**config.mk**
```make
export PLATFORM = sky130hd
export DESIGN_NAME = button_gesture_trigger_unit
export DESIGN_NICKNAME = d
export VERILOG_FILES = /design/src/hdl/btg_pkg.sv /design/src/hdl/button_gesture_trigger_unit.sv /design/src/hdl/btg_cfg.sv /design/src/hdl/btg_core.sv
export SDC_FILE = /design/constraint.sdc
export NUM_CORES = 1
export LEC_CHECK = 0
export ABC_AREA = 1
export BUFFER_PORTS_ARGS = -buffer_cell sky130_fd_sc_hd__buf_2
export CELL_PAD_IN_SITES_DETAIL_PLACEMENT = 1
export CELL_PAD_IN_SITES_GLOBAL_PLACEMENT = 2
export CORE_MARGIN = 3
export CORE_UTILIZATION = 35
export CTS_CLUSTER_SIZE = 12
export DETAILED_ROUTE_END_ITERATION = 6
export PLACE_DENSITY_LB_ADDON = 0.1
export SYNTH_ARGS = -nofsm -noshare
export SYNTH_HDL_FRONTEND = slang
export SYNTH_SLANG_ARGS = --single-unit
```
**constraint.sdc**
```tcl
create_clock -name clock -period 4.8 [get_ports clock]
set_clock_uncertainty 0.1 [all_clocks]
set_input_delay 0.48 -clock clock [delete_from_list [all_inputs] [get_ports clock]]
set_output_delay 0.48 -clock clock [all_outputs]
set_load 0.05 [all_outputs]
```
**src/hdl/btg_pkg.sv**
```systemverilog
`timescale 1ns / 1ps

package btg_pkg;

   localparam int CSR_INDEX_W = 3;
   localparam int CSR_DATA_W  = 16;

   localparam logic [CSR_INDEX_W-1:0] CSR_ENABLE        = 3'd0;
   localparam logic [CSR_INDEX_W-1:0] CSR_TRIGGER_MODE  = 3'd1;
   localparam logic [CSR_INDEX_W-1:0] CSR_HOLD_DURATION = 3'd2;
   localparam logic [CSR_INDEX_W-1:0] CSR_PRESS_TARGET  = 3'd3;
   localparam logic [CSR_INDEX_W-1:0] CSR_PRESS_WINDOW  = 3'd4;

   typedef enum logic [1:0] {
      MODE_SINGLE_PRESS = 2'd0,
      MODE_KEEP_HELD    = 2'd1,
      MODE_HOLD         = 2'd2,
      MODE_MULTI_PRESS  = 2'd3
   } mode_type;

   localparam logic        RST_ENABLE        = 1'b1;
   localparam mode_type    RST_TRIGGER_MODE  = MODE_SINGLE_PRESS;
   localparam logic [15:0] RST_HOLD_DURATION = 16'd500;
   localparam logic [3:0]  RST_PRESS_TARGET  = 4'd2;
   localparam logic [15:0] RST_PRESS_WINDOW  = 16'd300;

   localparam logic [15:0] TIMER_MAX = 16'hFFFF;
   localparam logic [3:0]  COUNT_MAX = 4'hF;

   typedef struct packed {
      logic        enable;
      mode_type    trigger_mode;
      logic [15:0] hold_duration;
      logic [3:0]  press_target;
      logic [15:0] press_window;
   } cfg_type;

   typedef struct packed {
      logic               raw_down;
      logic signed [15:0] raw_value;
      logic [11:0]        delta_time;
   } item_type;

   typedef struct packed {
      logic               active;
      logic               just_activated;
      logic               just_deactivated;
      logic signed [15:0] action_value;
   } result_type;

endpackage

```
**src/hdl/button_gesture_trigger_unit.sv**
```systemverilog
`timescale 1ns / 1ps
// Channel | Ports                         | Direction | Handshake
// req     | raw_down, raw_value, delta_time | in      | req_valid / req_ready
// rsp     | active, just_activated, just_deactivated, action_value
//         |                               | out       | rsp_valid / rsp_ready
// csr     | csr_we, csr_index, csr_wdata  | in        | write enable, no wait
//
// One item per cycle sustained while rsp is not stalled; an accepted req passes through
// the input register, then the result register, before rsp_valid rises.
// Gesture state is updated as an item moves from the input register to the result register.
// Synchronous active-high reset clears valids and gesture state; config returns to defaults.
// A stalled rsp holds the result; one more item waits in the input register.

module button_gesture_trigger_unit (
   input  logic                                 clock,
   input  logic                                 reset,
   input  logic                                 req_valid,
   output logic                                 req_ready,
   input  logic                                 req_raw_down,
   input  logic signed [15:0]                   req_raw_value,
   input  logic [11:0]                          req_delta_time,
   output logic                                 rsp_valid,
   input  logic                                 rsp_ready,
   output logic                                 rsp_active,
   output logic                                 rsp_just_activated,
   output logic                                 rsp_just_deactivated,
   output logic signed [15:0]                   rsp_action_value,
   input  logic                                 csr_we,
   input  logic [btg_pkg::CSR_INDEX_W-1:0]      csr_index,
   input  logic [btg_pkg::CSR_DATA_W-1:0]       csr_wdata
);

   btg_pkg::cfg_type    cfg;
   btg_pkg::item_type   item_ff, item_in;
   btg_pkg::result_type result;
   btg_pkg::result_type result_ff;
   logic                s1_valid_ff, s1_valid_in;
   logic                rsp_valid_ff, rsp_valid_in;
   logic                advance;

   btg_cfg u_cfg (
      .clock     (clock),
      .reset     (reset),
      .csr_we    (csr_we),
      .csr_index (csr_index),
      .csr_wdata (csr_wdata),
      .cfg       (cfg)
   );

   btg_core u_core (
      .clock  (clock),
      .reset  (reset),
      .step   (advance),
      .cfg    (cfg),
      .item   (item_ff),
      .result (result)
   );

   assign advance   = s1_valid_ff & (~rsp_valid_ff | rsp_ready);
   assign req_ready = ~s1_valid_ff | advance;

   always_comb begin
      item_in.raw_down   = req_raw_down;
      item_in.raw_value  = req_raw_value;
      item_in.delta_time = req_delta_time;
      s1_valid_in  = (req_valid & req_ready) | (s1_valid_ff & ~advance);
      rsp_valid_in = advance | (rsp_valid_ff & ~rsp_ready);
   end

   always_ff @(posedge clock) begin
      if (reset) begin
         s1_valid_ff  <= 1'b0;
         rsp_valid_ff <= 1'b0;
      end else begin
         s1_valid_ff  <= s1_valid_in;
         rsp_valid_ff <= rsp_valid_in;
      end
   end

   always_ff @(posedge clock) begin
      if (req_valid & req_ready)
         item_ff <= item_in;
      if (advance)
         result_ff <= result;
   end

   assign rsp_valid            = rsp_valid_ff;
   assign rsp_active           = result_ff.active;
   assign rsp_just_activated   = result_ff.just_activated;
   assign rsp_just_deactivated = result_ff.just_deactivated;
   assign rsp_action_value     = result_ff.action_value;

   a_s1_hold: assert property (@(posedge clock) disable iff (reset)
      (s1_valid_ff && !advance) |=> s1_valid_ff)
      else $error("pending item dropped");

   a_advance_fills: assert property (@(posedge clock) disable iff (reset)
      advance |=> rsp_valid_ff)
      else $error("advanced item not presented");

   a_no_overwrite: assert property (@(posedge clock) disable iff (reset)
      (rsp_valid_ff && !rsp_ready) |-> !advance)
      else $error("stalled result overwritten");

endmodule

```
**src/hdl/btg_cfg.sv**
```systemverilog
`timescale 1ns / 1ps

module btg_cfg (
   input  logic                                  clock,
   input  logic                                  reset,
   input  logic                                  csr_we,
   input  logic [btg_pkg::CSR_INDEX_W-1:0]       csr_index,
   input  logic [btg_pkg::CSR_DATA_W-1:0]        csr_wdata,
   output btg_pkg::cfg_type                      cfg
);

   btg_pkg::cfg_type cfg_ff;
   btg_pkg::cfg_type cfg_in;

   always_comb begin
      cfg_in = cfg_ff;
      if (csr_we) begin
         unique case (csr_index)
            btg_pkg::CSR_ENABLE:        cfg_in.enable        = csr_wdata[0];
            btg_pkg::CSR_TRIGGER_MODE:
               cfg_in.trigger_mode = btg_pkg::mode_type'(csr_wdata[1:0]);
            btg_pkg::CSR_HOLD_DURATION: cfg_in.hold_duration = csr_wdata;
            btg_pkg::CSR_PRESS_TARGET:  cfg_in.press_target  = csr_wdata[3:0];
            btg_pkg::CSR_PRESS_WINDOW:  cfg_in.press_window  = csr_wdata;
            default:                    cfg_in = cfg_ff;
         endcase
      end
   end

   always_ff @(posedge clock) begin
      if (reset) begin
         cfg_ff.enable        <= btg_pkg::RST_ENABLE;
         cfg_ff.trigger_mode  <= btg_pkg::RST_TRIGGER_MODE;
         cfg_ff.hold_duration <= btg_pkg::RST_HOLD_DURATION;
         cfg_ff.press_target  <= btg_pkg::RST_PRESS_TARGET;
         cfg_ff.press_window  <= btg_pkg::RST_PRESS_WINDOW;
      end else begin
         cfg_ff <= cfg_in;
      end
   end

   assign cfg = cfg_ff;

endmodule

```
**src/hdl/btg_core.sv**
```systemverilog
`timescale 1ns / 1ps

module btg_core (
   input  logic                  clock,
   input  logic                  reset,
   input  logic                  step,
   input  btg_pkg::cfg_type      cfg,
   input  btg_pkg::item_type     item,
   output btg_pkg::result_type   result
);

   logic               last_down_ff,  last_down_in;
   logic               active_ff,     active_in;
   logic [15:0]        hold_timer_ff, hold_timer_in;
   logic               hold_fired_ff, hold_fired_in;
   logic [3:0]         count_ff,      count_in;
   logic [15:0]        window_ff,     window_in;
   logic               rise_ff,       rise_in;
   logic               fall_ff,       fall_in;
   logic signed [15:0] value_ff,      value_in;

   logic        rise;
   logic        act;
   logic [16:0] hold_sum;
   logic [15:0] dt16;
   logic [3:0]  cnt;
   logic [15:0] win;

   always_comb begin
      rise     = item.raw_down & ~last_down_ff;
      dt16     = {4'd0, item.delta_time};
      hold_sum = {1'b0, hold_timer_ff} + {5'd0, item.delta_time};
      act      = 1'b0;
      cnt      = count_ff;
      win      = window_ff;

      last_down_in  = last_down_ff;
      active_in     = active_ff;
      hold_timer_in = hold_timer_ff;
      hold_fired_in = hold_fired_ff;
      count_in      = count_ff;
      window_in     = window_ff;
      rise_in       = rise_ff;
      fall_in       = fall_ff;
      value_in      = value_ff;

      if (cfg.enable) begin
         unique case (cfg.trigger_mode)
            btg_pkg::MODE_SINGLE_PRESS: act = rise;
            btg_pkg::MODE_KEEP_HELD:    act = item.raw_down;
            btg_pkg::MODE_HOLD: begin
               if (item.raw_down) begin
                  hold_timer_in = hold_sum[16] ? btg_pkg::TIMER_MAX : hold_sum[15:0];
                  if (hold_timer_in >= cfg.hold_duration)
                     hold_fired_in = 1'b1;
                  act = hold_fired_in;
               end else begin
                  hold_timer_in = '0;
                  hold_fired_in = 1'b0;
               end
            end
            btg_pkg::MODE_MULTI_PRESS: begin
               if (rise) begin
                  if (win != '0) begin
                     if (cnt != btg_pkg::COUNT_MAX)
                        cnt = cnt + 4'd1;
                  end else begin
                     cnt = 4'd1;
                  end
                  win = cfg.press_window;
               end
               // window expiry drops any partial count
               if (win != '0) begin
                  if (win <= dt16) begin
                     win = '0;
                     cnt = '0;
                  end else begin
                     win = win - dt16;
                  end
               end
               if (cnt >= cfg.press_target) begin
                  act = 1'b1;
                  cnt = '0;
                  win = '0;
               end
               count_in  = cnt;
               window_in = win;
            end
            default: act = 1'b0;
         endcase

         last_down_in = item.raw_down;
         active_in    = act;
         rise_in      = act & ~active_ff;
         fall_in      = ~act & active_ff;
         value_in     = act ? item.raw_value : '0;
      end
   end

   always_ff @(posedge clock) begin
      if (reset) begin
         last_down_ff  <= 1'b0;
         active_ff     <= 1'b0;
         hold_timer_ff <= '0;
         hold_fired_ff <= 1'b0;
         count_ff      <= '0;
         window_ff     <= '0;
         rise_ff       <= 1'b0;
         fall_ff       <= 1'b0;
         value_ff      <= '0;
      end else if (step) begin
         last_down_ff  <= last_down_in;
         active_ff     <= active_in;
         hold_timer_ff <= hold_timer_in;
         hold_fired_ff <= hold_fired_in;
         count_ff      <= count_in;
         window_ff     <= window_in;
         rise_ff       <= rise_in;
         fall_ff       <= fall_in;
         value_ff      <= value_in;
      end
   end

   assign result.active           = active_in;
   assign result.just_activated   = rise_in;
   assign result.just_deactivated = fall_in;
   assign result.action_value     = value_in;

   a_edge_excl: assert property (@(posedge clock) disable iff (reset)
      !(rise_ff && fall_ff))
      else $error("both edge flags set");

   a_value_zero: assert property (@(posedge clock) disable iff (reset)
      !active_ff |-> (value_ff == '0))
      else $error("value not zero while inactive");

   a_rise_active: assert property (@(posedge clock) disable iff (reset)
      rise_ff |-> active_ff)
      else $error("rise flag without activation");

   a_hold_release: assert property (@(posedge clock) disable iff (reset)
      (step && cfg.enable && cfg.trigger_mode == btg_pkg::MODE_HOLD && !item.raw_down)
      |=> (hold_timer_ff == '0 && !hold_fired_ff))
      else $error("hold state not cleared on release");

endmodule

```
* Word level (Yosys, flattened, before mapping)
Index checks and enable logic that the tools add are counted.
** Storage, ports and cells
- Register bits :: 146
- Input port bits :: 53
- Logic and storage cells :: 93
- Output and inout port bits :: 21
** Operators by class
- Muxes and demuxes :: 26
- Bitwise operators :: 18
- Order comparisons :: 3
- Add/sub/neg operators :: 3
- Eq/ne operators :: 8
- Reduce and logical (&&, ||, !) cells :: 12
** Operators by type and width (count)
- two-way mux 16 bit :: 10
- two-way mux 4 bit :: 8
- nonzero test 16 bit :: 2
- adder 16 x 12 -> 17 bit :: 1
- >= comparator 16 bit :: 1
- <= comparator 16 x 12 -> 1 bit :: 1
- subtractor 16 x 12 -> 16 bit :: 1
- AND reduction 2 bit :: 6
- AND 1 bit :: 7
- two-way mux 1 bit :: 7
- inverter 1 bit :: 7
- == test 3 x 2 -> 1 bit, second input constant :: 2
- AND reduction 3 bit :: 2
- adder 4 x 1 -> 4 bit, second input constant :: 1
- == test 2 bit, second input constant :: 2
- >= comparator 4 bit :: 1
- inequality test 4 bit, second input constant :: 1
- bitwise OR 1 bit :: 4
- one-hot mux 1 bit (4 select lines) :: 1
- == test 3 x 1 -> 1 bit, second input constant :: 1
- == test 3 bit, second input constant :: 1
- logical NOT 3 bit :: 1
- == test 2 x 1 -> 1 bit, second input constant :: 1
- logical NOT 2 bit :: 1

* Longest topological paths before layout
Gate-level depths: netlist of the first run.
- Depth in word-level cells :: 17
- Depth in mapped cells :: 29
- Mapped depth without buffers :: 27

* Hierarchy
From an unflattened synthesis of the first run, not the netlist that was laid out.
** Unflattened totals
- Cell total of the unflattened synthesis :: 1089
- Area, all modules :: 8034.0 um^2
** By module, submodules not included
- btg_core :: area each 4908.5 um^2, seq. area each 1141.1 um^2, cells an instance 802, instances 1
- btg_cfg :: area each 1592.8 um^2, seq. area each 780.7 um^2, cells an instance 227, instances 1
- button_gesture_trigger_unit :: area each 1532.7 um^2, seq. area each 1481.4 um^2, cells an instance 60, instances 1

* Worst setup path after synthesis of the first run
Ideal clock, no wire load.
- Path type :: register to register
- From :: reg item_ff[28] in the netlist's numbering
- To :: reg result_ff (netlist bit rsp_just_deactivated) (data pin)
- Clock period less this slack :: 3867 ps
- Stages on the path, launching flop included :: 26
- Path buffers :: 3
- Library setup time :: 254 ps
- Data arrival time :: 3514 ps
- Required time :: 4446 ps
- Path slack :: 933 ps
- Path through :: edfxtp_1 -> nand2_1 -> buf_6 -> buf_6 -> nand2_1 -> nand2_1 -> ha_1 -> a21oi_1 -> o21ai_0 -> nand2_1 -> nand3_1 -> nand2_1 -> nand2_1 -> nor2_2 -> nor2_1 -> ha_1 -> inv_1 -> nor2_1 -> o21ai_0 -> nand3_1 -> a31oi_1 -> nand2_1 -> clkbuf_1 -> nand2_1 -> nand3_1 -> nand2_1
** RTL lines
- start: declaration :: RTL line button_gesture_trigger_unit.sv:34 : btg_pkg::item_type item_ff, item_in;
- start signal: assignment :: RTL line button_gesture_trigger_unit.sv:82 : item_ff <= item_in;
- end signal: assignment :: RTL line button_gesture_trigger_unit.sv:84 : result_ff <= result;
- end: declaration :: RTL line button_gesture_trigger_unit.sv:36 : btg_pkg::result_type result_ff;

* Worst setup path after layout of the first run
- From :: reg item_ff[28] in the netlist's numbering
- To :: reg u_core.window_ff[1]
** Between the ends
- Cells in the longest elaborated chain, start to end :: 11
- Elaborated cells between the ends (all ways) :: 16
- Classes of those cells :: 1 x add/sub; 2 x order compare; 11 x mux; 1 x bitwise; 1 x reduce/logical
** RTL lines
- AND 1 bit (*) :: RTL line btg_core.sv:30 : rise = item.raw_down & ~last_down_ff;
- two-way mux 16 bit :: RTL line btg_core.sv:63 : if (rise) begin
- two-way mux 16 bit :: RTL line btg_core.sv:48 : unique case (cfg.trigger_mode)
- two-way mux 16 bit :: RTL line btg_core.sv:47 : if (cfg.enable) begin
- <= comparator 16 x 12 -> 1 bit :: RTL line btg_core.sv:74 : if (win <= dt16) begin
- two-way mux 4 bit :: RTL line btg_core.sv:74
- two-way mux 4 bit :: RTL line btg_core.sv:73 : if (win != '0) begin
- two-way mux 4 bit :: RTL line btg_core.sv:48
- two-way mux 4 bit :: RTL line btg_core.sv:47
- >= comparator 4 bit :: RTL line btg_core.sv:81 : if (cnt >= cfg.press_target) begin
- two-way mux 16 bit (*) :: RTL line btg_core.sv:81
- end signal: assignment :: RTL line btg_core.sv:117 : window_ff <= window_in;
- end: declaration :: RTL line btg_core.sv:17 : logic [15:0] window_ff, window_in;
Every way passes the cells marked *; elsewhere a longest branch is shown, timed or not. The select of a mux whose other input is x is not followed.
A chain may end at the register's enable or synchronous reset.

==> metrics.txt, run 1 <==
sequential area share after synthesis=43.58%; cell area power density=346.5 nW/um^2; DR WL/cell=16.89 um; port buffer count=73; R2R depth=24; placed insts=1,370; startpoint types=register; critical path peak fanout=15; gpl congestion=0.8445; TritonRoute pass-1 iters=5; largest family of logic cells by synthesized area=simple AND/OR/NAND/NOR gates; Critical R2R Capture=u_core.window_ff[1]$_SDFFE_PP0P_; Reg power frac=42.8%; Final Max Tran Viols=0; Starting Density=35.68%; Final Power=3.147 mW; cell family with most CP delay=simple AND/OR/NAND/NOR gates; CP max-delay cell=edfxtp_1; CTS tree=done; non-filler instance count after layout=1,402; Syn-to-layout area delta=16.31%; final setup vio count=0; clock share of power=44.7%; Post-CTS Setup Bufs=0; via count=6,893; Slew @ Worst Pin=1.053 ns; xor/xnor cell area share of the yosys netlist=1.346%; # nets final=1,209; commonest non-fill, non-tap cell in the layout=nand2_1; Num CTS Buffers=17; Layout fillers=2,730; adder-cell area share of the yosys netlist=7.722%; Routed WL=23,670 um; mapped cell area=7810 um^2; Lkg Pwr=4.133 nW; total clock sinks=146; Cell Int Power=2.242 mW; Hold Vio Cnt, Final=0; hold depth=1; vias in the first global route=7,160; htree depth=4; Die Wd=155.4 um; io pins=74; Synthesis Warnings=0; asr flop ratio synth=0%; first-pass GRT wire length=38,140 um; Synth Net Count=1,140; RR Startpoint=item_ff[28]$_DFFE_PP_; Worst VDD drop=182.6 uV; die height=155.4 um; sw frac=28.77%; drc violations=0; worst hold path type=in -> reg; Compound-Gate Fraction of Synth Area=12.02%; Min-Delay Startpoint=req_raw_value[3]; Post-Synth Simple-Gate Area=27.11%; HPWL Detailed=17,470 um; total of max-cap violations=0; Peak Freq=0.2317 GHz; slowest stage delay, CP=0.45 ns; Arr. time, crit path=4.55 ns; largest net degree at the start of global routing=61; DRT antenna net count=0; Levels on crit path=24; Design Area, Final=9084 um^2; mux contribution to synthesized area=0%; Bufs and invs on worst path=5; crit end category=register; Post-DP Area=8452 um^2; period utilization=89.91%; share of cells above drive strength 1=13.01%; Gate Count Post-Synth=1,040; clock period minus worst slack=4.316 ns; Inserted Diodes=0; syn_area_per_cell=7.510 um^2; Clock Tree Buf Depth=2; post_cts resized=0; Gate power share=12.5%; core area=21,890 um^2; Sw Pwr=0.9055 mW; outcome=finished clean; relative slew slack=29.74%; clock network latency to the later pin of the worst-skew pair=0.43 ns; Remaining Overflow, GRT=0; Rows=54; initial antenna violation count=0; Worst Hold End=item_ff[15]$_DFFE_PP_; post-synthesis register bit count=146; most frequent cells in the layout=nand2_1 (267), nor2_1 (131), inv_1 (124); synth unique cells=44; Total GRT Usage=20.21%; via density per instance=4.917; die area=24,140 um^2; Critical Path RT=5.04 ns; ys flop type=dfxtp_1; Hold-fix buffers, CTS=0; crit path cell chain=nand2_2 -> buf_4 -> o21a_1 -> inv_1 -> ha_1 -> nand2_1 -> inv_1 -> nand3_1 -> nor2_1 -> nand4_1 -> nand2_1 -> nand2_1 -> nor2_4 -> nor2_1 -> ha_1 -> inv_1 -> nor2_1 -> o21ai_0 -> nand3_1 -> nor2_1 -> inv_1 -> nor2_8 -> nand3b_1 -> a21oi_1; Root Driver=clkbuf_16; number of synthesized flops with an enable pin=48; FF-to-FF setup slack=0.48 ns; clk slew on worst S/H paths=0.08 ns; Setup Crit Path Kind=reg -> reg; Hold WS=0.1149 ns; initial drt markers=214
-- power groups by stage --
stage	clock network, mW	registers, mW	logic [mW]
6_report	1.41	1.35	0.394
5_1_grt	1.50	1.35	0.448
4_1_cts	1.45	1.35	0.397
3_5_place_dp	0	1.38	0.395
3_3_place_gp	0	1.38	0.391
2_1_floorplan	0	1.40	0.240
-- cell families after synthesis --
kind of cell	after synthesis
compound gates	172
buf+inv	164
xor+xnor	12
flops	146
simple gates	499
fa+ha+maj	47
-- state kept, by name, summed over array words and instances (netlist names), 4 cells and up --
register and cells:
u_cfg.cfg 39, item_ff 29, rsp_action_value 16, u_core.hold_timer_ff 16, u_core.value_ff 16, u_core.window_ff 16, u_core.count_ff 4
-- how the worst max path moves through the flow --
| stage | startpoint | end | slack (ns) |
|---|---|---|---|
| 2_1_floorplan | item_ff[28]$_DFFE_PP_ | rsp_just_deactivated$_DFFE_PP_ | 0.93 |
| 3_3_place_gp | item_ff[28]$_DFFE_PP_ | u_core.value_ff[8]$_SDFFE_PP0P_ | 0.29 |
| 3_5_place_dp | item_ff[28]$_DFFE_PP_ | u_core.value_ff[14]$_SDFFE_PP0P_ | 0.16 |
| 4_1_cts | item_ff[28]$_DFFE_PP_ | u_core.value_ff[8]$_SDFFE_PP0P_ | 0.14 |
| 5_1_grt | item_ff[28]$_DFFE_PP_ | u_core.value_ff[10]$_SDFFE_PP0P_ | -0.007 |
| 6_report | item_ff[28]$_DFFE_PP_ | u_core.window_ff[1]$_SDFFE_PP0P_ | 0.48 |
-- synthesized netlist by cell type, types with 11 or more instances --
master    instances  area (um^2)
a21oi_1          85        425.4
nor2_1          132        495.5
dfxtp_1          98         1962
nand4_1          26        162.7
nand3_1          44        220.2
ha_1             45        563.0
o211ai_1         11        82.58
nand2_1         269         1010
inv_1           124        465.5
o21ai_0          55        275.3
clkbuf_1         27        101.4
edfxtp_1         48         1441
-- metrics by stage --
stage           TNS [ns]  utilization (%)  worst slack, ns
3_3_place_gp           0            38.61           0.2913
5_1_grt        -0.006986            41.50        -0.006986
4_1_cts                0            41.42           0.1380
6_report               0            41.50           0.4842
2_1_floorplan          0                -           0.9327
3_5_place_dp           0            38.61           0.1635
-- routing by layer --
| layer | global-route usage (%) | part of all wire (%) | wire (um) | vias to the layer above |
|---|---|---|---|---|
| met4 | 4.502 | 0.94 | 222 | 0 |
| li1 | - | - | - | 3543 |
| met2 | 34.93 | 49 | 11500 | 69 |
| met1 | 26.69 | 48 | 11270 | 3267 |
| met5 | 0 | 0 | 0 | - |
| met3 | 3.143 | 2.9 | 677 | 14 |
-- cell type report --
class | instances | area (um^2) | area share [%]
inverter | 131 | 491.7 | 5.413
clock buffer | 17 | 425.4 | 4.683
clock inverter | 15 | 188.9 | 2.080
tap | 280 | 350.3 | 3.857
multi-input combinational | 730 | 3784 | 41.65
sequential | 146 | 3403 | 37.47
timing repair buffer | 83 | 440.4 | 4.848
Power figures use the tool's default switching activity.
==> inputs of run 2 (changes only) <==
--- a/config.mk
+++ b/config.mk
@@ -7,10 +7,10 @@
 export LEC_CHECK = 0
 export ABC_AREA = 1
 export BUFFER_PORTS_ARGS = -buffer_cell sky130_fd_sc_hd__buf_2
-export CELL_PAD_IN_SITES_DETAIL_PLACEMENT = 1
-export CELL_PAD_IN_SITES_GLOBAL_PLACEMENT = 2
+export CELL_PAD_IN_SITES_DETAIL_PLACEMENT = 0
+export CELL_PAD_IN_SITES_GLOBAL_PLACEMENT = 1
 export CORE_MARGIN = 3
-export CORE_UTILIZATION = 35
+export CORE_UTILIZATION = 44
 export CTS_CLUSTER_SIZE = 12
 export DETAILED_ROUTE_END_ITERATION = 6
 export PLACE_DENSITY_LB_ADDON = 0.1
==> run 2 against run 1 <==
Non-clock buffer count down 4. Global-route usage up 0.80 points. Final cell count down 4.2%. Die area down 20%. Combinational power down 2%. Sequential power about the same. Critical endpoint is now u_core.window_ff[12]$_SDFFE_PP0P_.
==> metrics.txt, run 2 (synthesized netlist as in run 1, its figures left out) <==
outcome=finished clean; drc violations=0; Bufs and invs on worst path=5; vias in the first global route=6,054; port buffer count=73; cell area power density=346.0 nW/um^2; setup TNS=0 ns; slowest stage delay, CP=0.43 ns; Post-CTS Setup Bufs=0; Num CTS Buffers=17; clk slew on worst S/H paths=0.07 ns; Rows=48; TritonRoute pass-1 iters=7; worst hold path type=in -> reg; post_cts resized=0; DRT antenna net count=0; htree depth=4; Inserted Diodes=0; Gate power share=12.4%; share of cells above drive strength 1=12.43%; CTS tree=done; Arr. time, crit path=4.57 ns; setup ws final=0.4853 ns; io pins=74; HPWL Detailed=14,680 um; Slew @ Worst Pin=1.037 ns; via density per instance=4.969; clock network latency to the later pin of the worst-skew pair=0.43 ns; Total GRT Usage=21.01%; Most Frequent Cell on Critical Path=nand2_1; Die Wd=139.2 um; total of max-cap violations=0; # nets final=1,205; Lkg Pwr=4.101 nW; Root Driver=clkbuf_16; Hold Vio Cnt, Final=0; Final Max Tran Viols=0; commonest non-fill, non-tap cell in the layout=nand2_1; startpoint types=register; clock share of power=44.2%; Syn-to-layout area delta=14.90%; Clock Tree Buf Depth=2; Remaining Overflow, GRT=0; DR WL/cell=14.96 um; Starting Density=45.00%; Reg power frac=43.4%; clock period minus worst slack=4.315 ns; largest net degree at the start of global routing=62; worst slack, placed=0.2240 ns; sw frac=27.76%; die area=19,390 um^2; first-pass GRT wire length=32,190 um; initial antenna violation count=0; Peak Freq=0.2318 GHz; crit end category=register; die height=139.2 um; critical path peak fanout=28; relative slew slack=30.76%; Hold-fix buffers, CTS=0; initial drt markers=373; number of flip-flops in the largest register=39; gpl congestion=0.8826; total clock sinks=146; Cell Int Power=2.243 mW; non-filler instance count after layout=1,343; CP max-delay cell=edfxtp_1; via count=6,674; Critical Path RT=5.05 ns; Routed WL=20,100 um; Sw Pwr=0.8620 mW; Setup Crit Path Kind=reg -> reg; cell family with most CP delay=simple AND/OR/NAND/NOR gates; placed insts=1,311; most frequent cells in the layout=nand2_1 (269), nor2_1 (130), inv_1 (124); period utilization=89.89%; final setup vio count=0; core area=17,360 um^2; Worst VDD drop=282.2 uV
-- run 2: routing by layer --
metal / wire [um] / global-route usage, % / vias to the layer above
met3: 709 / 3.814 / 15
met2: 9221 / 32.75 / 111
met5: 0 / 0 / -
li1: - / - / 3532
met4: 177 / 4.892 / 0
met1: 9986 / 30.50 / 3016
-- run 2: final cells by class --
class | count | area (um^2)
multi-input cells | 730 | 3774
inverters | 131 | 491.7
flip-flops and latches | 146 | 3403
repair buffers | 79 | 414.1
clock buffers | 18 | 439.2
well taps | 225 | 281.5
fillers | 1720 | 8383
clock inverters | 14 | 170.2
-- run 2: final timing paths --
kind                              startpoint  slack [ns]                                 to  cells past startpoint
setup / recovery       item_ff[28]$_DFFE_PP_        0.49  u_core.window_ff[12]$_SDFFE_PP0P_                     26
hold / removal             req_raw_value[15]        0.12              item_ff[27]$_DFFE_PP_                      1
setup reg to reg       item_ff[28]$_DFFE_PP_        0.49  u_core.window_ff[12]$_SDFFE_PP0P_                     26
hold reg to reg   u_cfg.cfg[34]$_SDFFE_PP0P_        0.36         u_cfg.cfg[34]$_SDFFE_PP0P_                      2
-- run 2: power by group through the flow --
| stage | combinational, mW | sequential (mW) | clock [mW] |
|---|---|---|---|
| 2_1_floorplan | 0.240 | 1.40 | 0 |
| 3_3_place_gp | 0.386 | 1.37 | 0 |
| 3_5_place_dp | 0.383 | 1.37 | 0 |
| 4_1_cts | 0.385 | 1.35 | 1.40 |
| 5_1_grt | 0.436 | 1.35 | 1.45 |
| 6_report | 0.385 | 1.35 | 1.37 |
-- run 2: stage by stage --
stage / instance area, um^2 / hold slack (ns) / power, mW / utilization (%)
6_report: 8974 / 0.1184 / 3.105 / 51.70
5_1_grt: 8974 / 0.09741 / 3.235 / 51.70
4_1_cts: 8962 / 0.1053 / 3.127 / 51.64
3_5_place_dp: 8353 / 0.3548 / 1.757 / 48.13
3_3_place_gp: 8353 / 0.3509 / 1.760 / 48.13
2_1_floorplan: 7810 / 0.3298 / 1.641 / -
-- run 2: worst reg2reg max path, stage by stage, from the launching register on --
cell and delay, ns:
edfxtp_1 0.43, nand2_1 0.14, buf_6 0.24, inv_2 0.14
nand2_1 0.08, nand2_1 0.09, ha_1 0.37, nand2_1 0.10
inv_1 0.08, nand3_1 0.08, nor2_1 0.16, nand2_1 0.06
nand3_1 0.17, nand2_1 0.08, nand2_1 0.16, nor2_4 0.09
nor2_1 0.15, ha_1 0.27, inv_1 0.06, nor2_1 0.03
o21ai_0 0.13, nand3_1 0.12, nor2_2 0.22, inv_1 0.15
nor2_8 0.24, o211ai_1 0.15, a21oi_1 0.14
